$ cat config.mk
export PLATFORM = sky130hd
export DESIGN_NAME = button_hold_auto_repeat_core
export DESIGN_NICKNAME = d
export VERILOG_FILES = /design/src/rtl/core/bhar_pkg.sv /design/src/rtl/core/bhar_csr.sv /design/src/rtl/core/bhar_step.sv /design/src/rtl/core/button_hold_auto_repeat_core.sv
export VERILOG_INCLUDE_DIRS = /design/src /design/src/rtl/core
export SDC_FILE = /design/constraint.sdc
export NUM_CORES = 1
export LEC_CHECK = 0
export ABC_AREA = 1
export BUFFER_PORTS_ARGS = -buffer_cell sky130_fd_sc_hd__buf_2
export CORE_ASPECT_RATIO = 1.75
export CORE_MARGIN = 8
export CORE_UTILIZATION = 35
export DETAILED_ROUTE_END_ITERATION = 16
export SLEW_MARGIN = 20
export SYNTH_ARGS = -nofsm -noshare
export SYNTH_HDL_FRONTEND = slang
export SYNTH_SLANG_ARGS = --single-unit
$ cat constraint.sdc
create_clock -name clock -period 5.25 [get_ports clock]
set_clock_uncertainty 0.1 [all_clocks]
set_input_delay 0.525 -clock clock [delete_from_list [all_inputs] [get_ports clock]]
set_output_delay 0.525 -clock clock [all_outputs]
set_load 0.03 [all_outputs]
$ cat src/rtl/core/assert_macros.svh
`ifndef ASSERT_MACROS_SVH
`define ASSERT_MACROS_SVH

// concurrent check on the rising edge, skipped while in reset
`define ASSERT_CLK(label, clk, rst, prop) \
   label: assert property (@(posedge clk) disable iff (rst) (prop)) \
      else $error("%m: check failed");

// condition that must never be seen on a rising edge
`define ASSERT_NEVER(label, clk, rst, cond) \
   `ASSERT_CLK(label, clk, rst, !(cond))

`endif

$ cat src/rtl/core/bhar_pkg.sv
package bhar_pkg;

   localparam int TIME_W = 32;
   localparam int CFG_W  = 16;
   localparam int MODE_W = 2;

   localparam logic [MODE_W-1:0] MODE_RELEASED = 2'd0;
   localparam logic [MODE_W-1:0] MODE_PRESSED  = 2'd1;
   localparam logic [MODE_W-1:0] MODE_HELD     = 2'd2;

   localparam logic REG_HOLD_MS   = 1'b0;
   localparam logic REG_REPEAT_MS = 1'b1;

   localparam logic [CFG_W-1:0] HOLD_MS_RESET   = 16'd1000;
   localparam logic [CFG_W-1:0] REPEAT_MS_RESET = 16'd200;

   typedef struct packed {
      logic [CFG_W-1:0] hold_ms;
      logic [CFG_W-1:0] repeat_ms;
   } cfg_type;

   typedef struct packed {
      logic              level;
      logic [TIME_W-1:0] now_ms;
   } sample_type;

   typedef struct packed {
      logic [MODE_W-1:0] phase;
      logic [TIME_W-1:0] press_start_ms;
      logic              first_step_done;
      logic [TIME_W-1:0] last_repeat_ms;
   } state_type;

   typedef struct packed {
      logic              step_pulse;
      logic [MODE_W-1:0] button_mode;
   } result_type;

endpackage

$ cat src/rtl/core/bhar_csr.sv
module bhar_csr (
   input  logic                    clock,
   input  logic                    reset,
   input  logic                    csr_we,
   input  logic                    csr_index,
   input  logic [bhar_pkg::CFG_W-1:0] csr_wdata,
   output bhar_pkg::cfg_type       cfg
);
   import bhar_pkg::*;

   cfg_type cfg_ff, cfg_in;

   always_comb begin
      cfg_in = cfg_ff;
      if (csr_we) begin
         unique case (csr_index)
            REG_HOLD_MS:   cfg_in.hold_ms   = csr_wdata;
            REG_REPEAT_MS: cfg_in.repeat_ms = csr_wdata;
            default:       cfg_in = cfg_ff;
         endcase
      end
   end

   always_ff @(posedge clock) begin
      if (reset) begin
         cfg_ff.hold_ms   <= HOLD_MS_RESET;
         cfg_ff.repeat_ms <= REPEAT_MS_RESET;
      end else begin
         cfg_ff <= cfg_in;
      end
   end

   assign cfg = cfg_ff;

endmodule

$ cat src/rtl/core/bhar_step.sv
module bhar_step (
   input  bhar_pkg::cfg_type    cfg,
   input  bhar_pkg::sample_type sample,
   input  bhar_pkg::state_type  state,
   output bhar_pkg::state_type  state_next,
   output bhar_pkg::result_type result
);
   import bhar_pkg::*;

   logic [TIME_W-1:0] since_press;
   logic [TIME_W-1:0] since_repeat;
   logic              hold_elapsed;
   logic              repeat_elapsed;
   logic              pulse;

   // differences wrap modulo 2^32
   assign since_press    = sample.now_ms - state.press_start_ms;
   assign since_repeat   = sample.now_ms - state.last_repeat_ms;
   assign hold_elapsed   = since_press  > {{(TIME_W-CFG_W){1'b0}}, cfg.hold_ms};
   assign repeat_elapsed = since_repeat > {{(TIME_W-CFG_W){1'b0}}, cfg.repeat_ms};

   always_comb begin
      state_next = state;
      pulse      = 1'b0;
      if (!sample.level) begin
         state_next.phase = MODE_RELEASED;
      end else begin
         unique case (state.phase)
            MODE_PRESSED: begin
               if (!state.first_step_done) begin
                  pulse                      = 1'b1;
                  state_next.first_step_done = 1'b1;
               end else if (hold_elapsed) begin
                  state_next.phase           = MODE_HELD;
                  state_next.press_start_ms  = sample.now_ms;
                  state_next.first_step_done = 1'b0;
                  state_next.last_repeat_ms  = '0;
               end
            end
            MODE_HELD: begin
               if (repeat_elapsed) begin
                  pulse                     = 1'b1;
                  state_next.last_repeat_ms = sample.now_ms;
               end
            end
            default: begin
               // released, and the unused code
               state_next.phase           = MODE_PRESSED;
               state_next.press_start_ms  = sample.now_ms;
               state_next.first_step_done = 1'b0;
            end
         endcase
      end
   end

   assign result.step_pulse  = pulse;
   assign result.button_mode = state_next.phase;

endmodule

$ cat src/rtl/core/button_hold_auto_repeat_core.sv
// channel | dir | tdata (lsb up)                      | handshake
// req     | in  | level[0], now_ms[32:1], pad [39:33] | req_tvalid/req_tready
// rsp     | out | step_pulse[0], button_mode[2:1]     | rsp_tvalid/rsp_tready
// csr     | in  | index 0 hold_ms, 1 repeat_ms        | csr_we, no wait
//
// One word per cycle sustained while rsp is not stalled; a word accepted on req reaches rsp
// through the input register, then one pass of the step logic into the output register.
// A stalled rsp holds one result while one more word waits in the input register.
// Reset (synchronous): button released, stored times zero, hold_ms 1000,
// repeat_ms 200, both channels empty.
`include "assert_macros.svh"

module button_hold_auto_repeat_core (
   input  logic        clock,
   input  logic        reset,
   input  logic        req_tvalid,
   output logic        req_tready,
   input  logic [39:0] req_tdata,   // level, now_ms, zero pad
   output logic        rsp_tvalid,
   input  logic        rsp_tready,
   output logic [7:0]  rsp_tdata,   // step_pulse, button_mode, zero pad
   input  logic        csr_we,
   input  logic        csr_index,
   input  logic [bhar_pkg::CFG_W-1:0] csr_wdata
);
   import bhar_pkg::*;

   cfg_type    cfg;
   sample_type in_data_ff, in_data_in;
   logic       in_valid_ff, in_valid_in;
   state_type  state_ff, state_in, state_next;
   result_type result;
   result_type out_data_ff, out_data_in;
   logic       out_valid_ff, out_valid_in;
   logic       advance;
   logic       req_fire;

   bhar_csr u_csr (
      .clock     (clock),
      .reset     (reset),
      .csr_we    (csr_we),
      .csr_index (csr_index),
      .csr_wdata (csr_wdata),
      .cfg       (cfg)
   );

   bhar_step u_step (
      .cfg        (cfg),
      .sample     (in_data_ff),
      .state      (state_ff),
      .state_next (state_next),
      .result     (result)
   );

   assign advance    = in_valid_ff && (!out_valid_ff || rsp_tready);
   assign req_tready = !in_valid_ff || advance;
   assign req_fire   = req_tvalid && req_tready;

   always_comb begin
      in_valid_in  = in_valid_ff;
      in_data_in   = in_data_ff;
      out_valid_in = out_valid_ff;
      out_data_in  = out_data_ff;
      state_in     = state_ff;
      if (out_valid_ff && rsp_tready) begin
         out_valid_in = 1'b0;
      end
      if (advance) begin
         in_valid_in  = 1'b0;
         out_valid_in = 1'b1;
         out_data_in  = result;
         state_in     = state_next;
      end
      if (req_fire) begin
         in_valid_in       = 1'b1;
         in_data_in.level  = req_tdata[0];
         in_data_in.now_ms = req_tdata[TIME_W:1];
      end
   end

   always_ff @(posedge clock) begin
      if (reset) begin
         in_valid_ff  <= 1'b0;
         out_valid_ff <= 1'b0;
         state_ff     <= '0;
      end else begin
         in_valid_ff  <= in_valid_in;
         out_valid_ff <= out_valid_in;
         state_ff     <= state_in;
      end
   end

   always_ff @(posedge clock) begin
      in_data_ff  <= in_data_in;
      out_data_ff <= out_data_in;
   end

   assign rsp_tvalid = out_valid_ff;
   assign rsp_tdata  = {5'b0, out_data_ff.button_mode, out_data_ff.step_pulse};

   `ASSERT_NEVER(a_no_pulse_released, clock, reset,
      out_valid_ff && out_data_ff.step_pulse && out_data_ff.button_mode == MODE_RELEASED)
   `ASSERT_CLK(a_latch_no_pulse, clock, reset,
      advance && state_ff.phase == MODE_PRESSED && state_next.phase == MODE_HELD
         |-> !result.step_pulse)
   `ASSERT_CLK(a_waiting_word_kept, clock, reset,
      in_valid_ff && !advance |=> in_valid_ff && $stable(in_data_ff) && $stable(state_ff))

endmodule

==> results.json <==
{
  "hold_slack_ns": 0.1611,
  "vdd_ir_drop_max_mv": 0.1580,
  "netlist-cell-type-count": 38,
  "fillerInstances": 3411,
  "place_ws_ns": 0.4254,
  "synth.top_cells.by_area": "nand2_1 (21%), dfxtp_1 (18%), inv_1 (12%)",
  "cts_inserted_buffers": 17,
  "coreArea_um2": 31200,
  "fin_ws_ns": 0.4253,
  "holdCritPathClass": "in -> reg",
  "hold_viol": 0,
  "cts_tree": "built",
  "ys_seq_area_frac": 0.2820,
  "antennaDiodeCount": 0,
  "ff2ff_path_depth": 34,
  "fin_crit_ns": 4.825,
  "tightest_slew_ns": 0.8988,
  "netlist_area_um2": 11000,
  "grt_start_max_net_pins": 64,
  "avgSynthCellArea_um2": 6.146,
  "insertion_delay_ns": 0.44,
  "grt_pass1_wl_um": 51450,
  "synthCells": 1790,
  "gr-total-overflow": 0,
  "cts-hold-fix-buffers": 0,
  "antenna_found_initial": 0,
  "num_rows": 86,
  "dp_hpwl_um": 26640,
  "max_slew_margin": 0.3986,
  "routed_wl_um": 32160,
  "die_h_um": 250.5,
  "wl_per_cell_um": 14.31,
  "grt_pass1_vias": 10597,
  "worst-path-buf-inv": 4,
  "htree_levels": 4,
  "status": "finished clean",
  "initial_core_util": 0.3526,
  "setup_viol": 0,
  "synth_top_area_frac": 0.2054,
  "worstPathRequired_ns": 5.52,
  "holdPathStages": 1,
  "crit_arrival_ns": 5.10,
  "clkSlewWorstSetupHoldPaths_ns": 0.07,
  "vias": 10708,
  "crit_family": "simple AND/OR/NAND/NOR gates",
  "fin_cells": 2248,
  "cts_root_buf": "clkbuf_16",
  "cp_common_cell": "nand2_1",
  "dp_cells": 2213,
  "p_per_area_nw_per_um2": 264.6,
  "finalSetupTns_ns": 0,
  "cp_max_fo": 38,
  "drt_iter0_drc": 485,
  "vias_per_cell": 4.763,
  "grt_usage": 0.1736,
  "rsz0062_at_grt": "no",
  "p_leak_nw": 6.467,
  "slowest_delay_ns": 0.40,
  "clock-sinks": 137,
  "die_area_um2": 37590,
  "drcViolationCount": 0,
  "port-buffer-count": 59,
  "clockBufferDepth": 2,
  "nets": 2000,
  "power.total_mw": 3.253,
  "drtPass1Iterations": 5,
  "period_share": 0.9190,
  "crit_type": "reg -> reg",
  "regArea_um2": 3103,
  "ys_ff_latch": 137,
  "critPathSlowestCell": "fa_1",
  "cp-start-kind": "register",
  "cp.depth": 34,
  "drive_above_1_share": 0.06965,
  "fmax_ghz": 0.2073,
  "gp_congestion": 0.9083,
  "die_w_um": 150.0,
  "area_delta_synth_final_pct": 11.76,
  "io_pins": 72,
  "ant_nets": 0,
  "multi_input_area_um2": 6357,
  "maxCapViolations": 0,
  "ys.warnings.count": 0,
  "synth_top_area_cell": "nand2_1",
  "final_max_slew_viol_count": 0,
  "endpoint_kind": "register"
}
## placed cells by master (no fill, tap or decap), types with 2 or more instances in the layout
master / instances
nand4_1: 39
nor2_1: 178
nand2_2: 6
edfxtp_1: 36
buf_4: 10
o211ai_1: 10
conb_1: 5
buf_2: 59
o21bai_1: 6
xnor2_1: 3
nand3_2: 3
a21oi_1: 114
inv_2: 9
buf_12: 2
nor3_1: 13
nand2_1: 602
nor4_1: 2
nor2_2: 5
a21o_1: 4
nand3_1: 73
nand3b_1: 5
xor2_1: 26
a31oi_1: 2
o21ai_0: 58
clkinv_8: 5
fa_1: 2
inv_6: 5
inv_1: 341
dfxtp_1: 101
clkbuf_16: 17
inv_8: 3
ha_1: 97
## registers in the layout, indices dropped and copies added, names as in the netlist
register and cells:
in_data_ff 33, in_valid_ff 1, rsp_tdata 3, rsp_tvalid 1, state_ff 67, u_csr.cfg 32
## layout make-up
type,count,share of cell area
clock buffers,17,0.03460
clock inverters,15,0.01425
inverters,351,0.1072
multi-input cells,1260,0.5170
flip-flops and latches,137,0.2524
well taps,396,0.04030
repair buffers,72,0.03429
## per-stage QoR
step / area, um^2 / util
2_1_floorplan: 11020 / -
3_3_place_gp: 11670 / 0.3739
3_5_place_dp: 11670 / 0.3739
4_1_cts: 12270 / 0.3932
5_1_grt: 12300 / 0.3940
6_report: 12300 / 0.3940
## worst reg2reg max path: cells and delay by family, from the launching register on
family / cells / cell delay [ns]
adder cells (fa/ha/maj): 3 / 0.82
flip-flops: 1 / 0.38
XOR/XNOR: 1 / 0.36
buffers and inverters: 4 / 0.72
AND/OR/NAND/NOR: 26 / 2.36
## cell usage after synthesis, drive strengths merged
cell    instances
clkinv          1
dfxtp         101
nor4            3
a31oi           2
ha             97
a21oi         115
conb            1
and3            1
o21a            1
buf            28
clkbuf         18
nand4          39
a21o            4
xnor2           3
nand3          76
or2             1
inv           350
a211oi          1
o21ai          58
nor3           13
xor2           26
fa              2
o21bai          6
nor2          183
nand3b          5
a21boi          1
nand2         608
o211ai         10
edfxtp         36
## where the power goes
group	switching, mW	leakage, nW	internal [mW]
registers	0.0382	1.17	1.14
logic	0.582	5.00	0.295
clock network	0.559	0.289	0.641
total	1.18	6.47	2.07
## kinds of logic after synthesis
family,after synthesis,share of synthesized area
AND/OR/NAND/NOR,929,0.3430
buffers and inverters,397,0.1417
other,1,0.0003409
AO/OA/AOI/OAI,198,0.09587
flip-flops,137,0.2820
adder cells (fa/ha/maj),99,0.1140
XOR/XNOR,29,0.02309
## worst paths after layout
| kind | startpoint | endpoint | slack, ns |
|---|---|---|---|
| max | in_data_ff[0] | state_ff[21] | 0.43 |
| min | req_tdata[22] | in_data_ff[21] | 0.16 |
| max reg2reg | in_data_ff[0] | state_ff[21] | 0.43 |
| min reg2reg | u_csr.cfg[27] | u_csr.cfg[27] | 0.36 |
## repair_timing
action / in CTS / in global routing
gates resized for setup: 0 / 1
setup endpoints to repair: 0 / 1
endpoints found under the hold margin: 0 / 0
setup buffers: 0 / 3
## per-layer routing
| layer | global-route usage | share of wire | vias up |
|---|---|---|---|
| met5 | 0 | 0 | - |
| met4 | 0.1188 | 0.066 | 0 |
| met3 | 0.01753 | 0.023 | 86 |
| met2 | 0.3249 | 0.53 | 207 |
| met1 | 0.1745 | 0.39 | 4771 |
| li1 | - | - | 5644 |
Power figures use the tool's default switching activity.
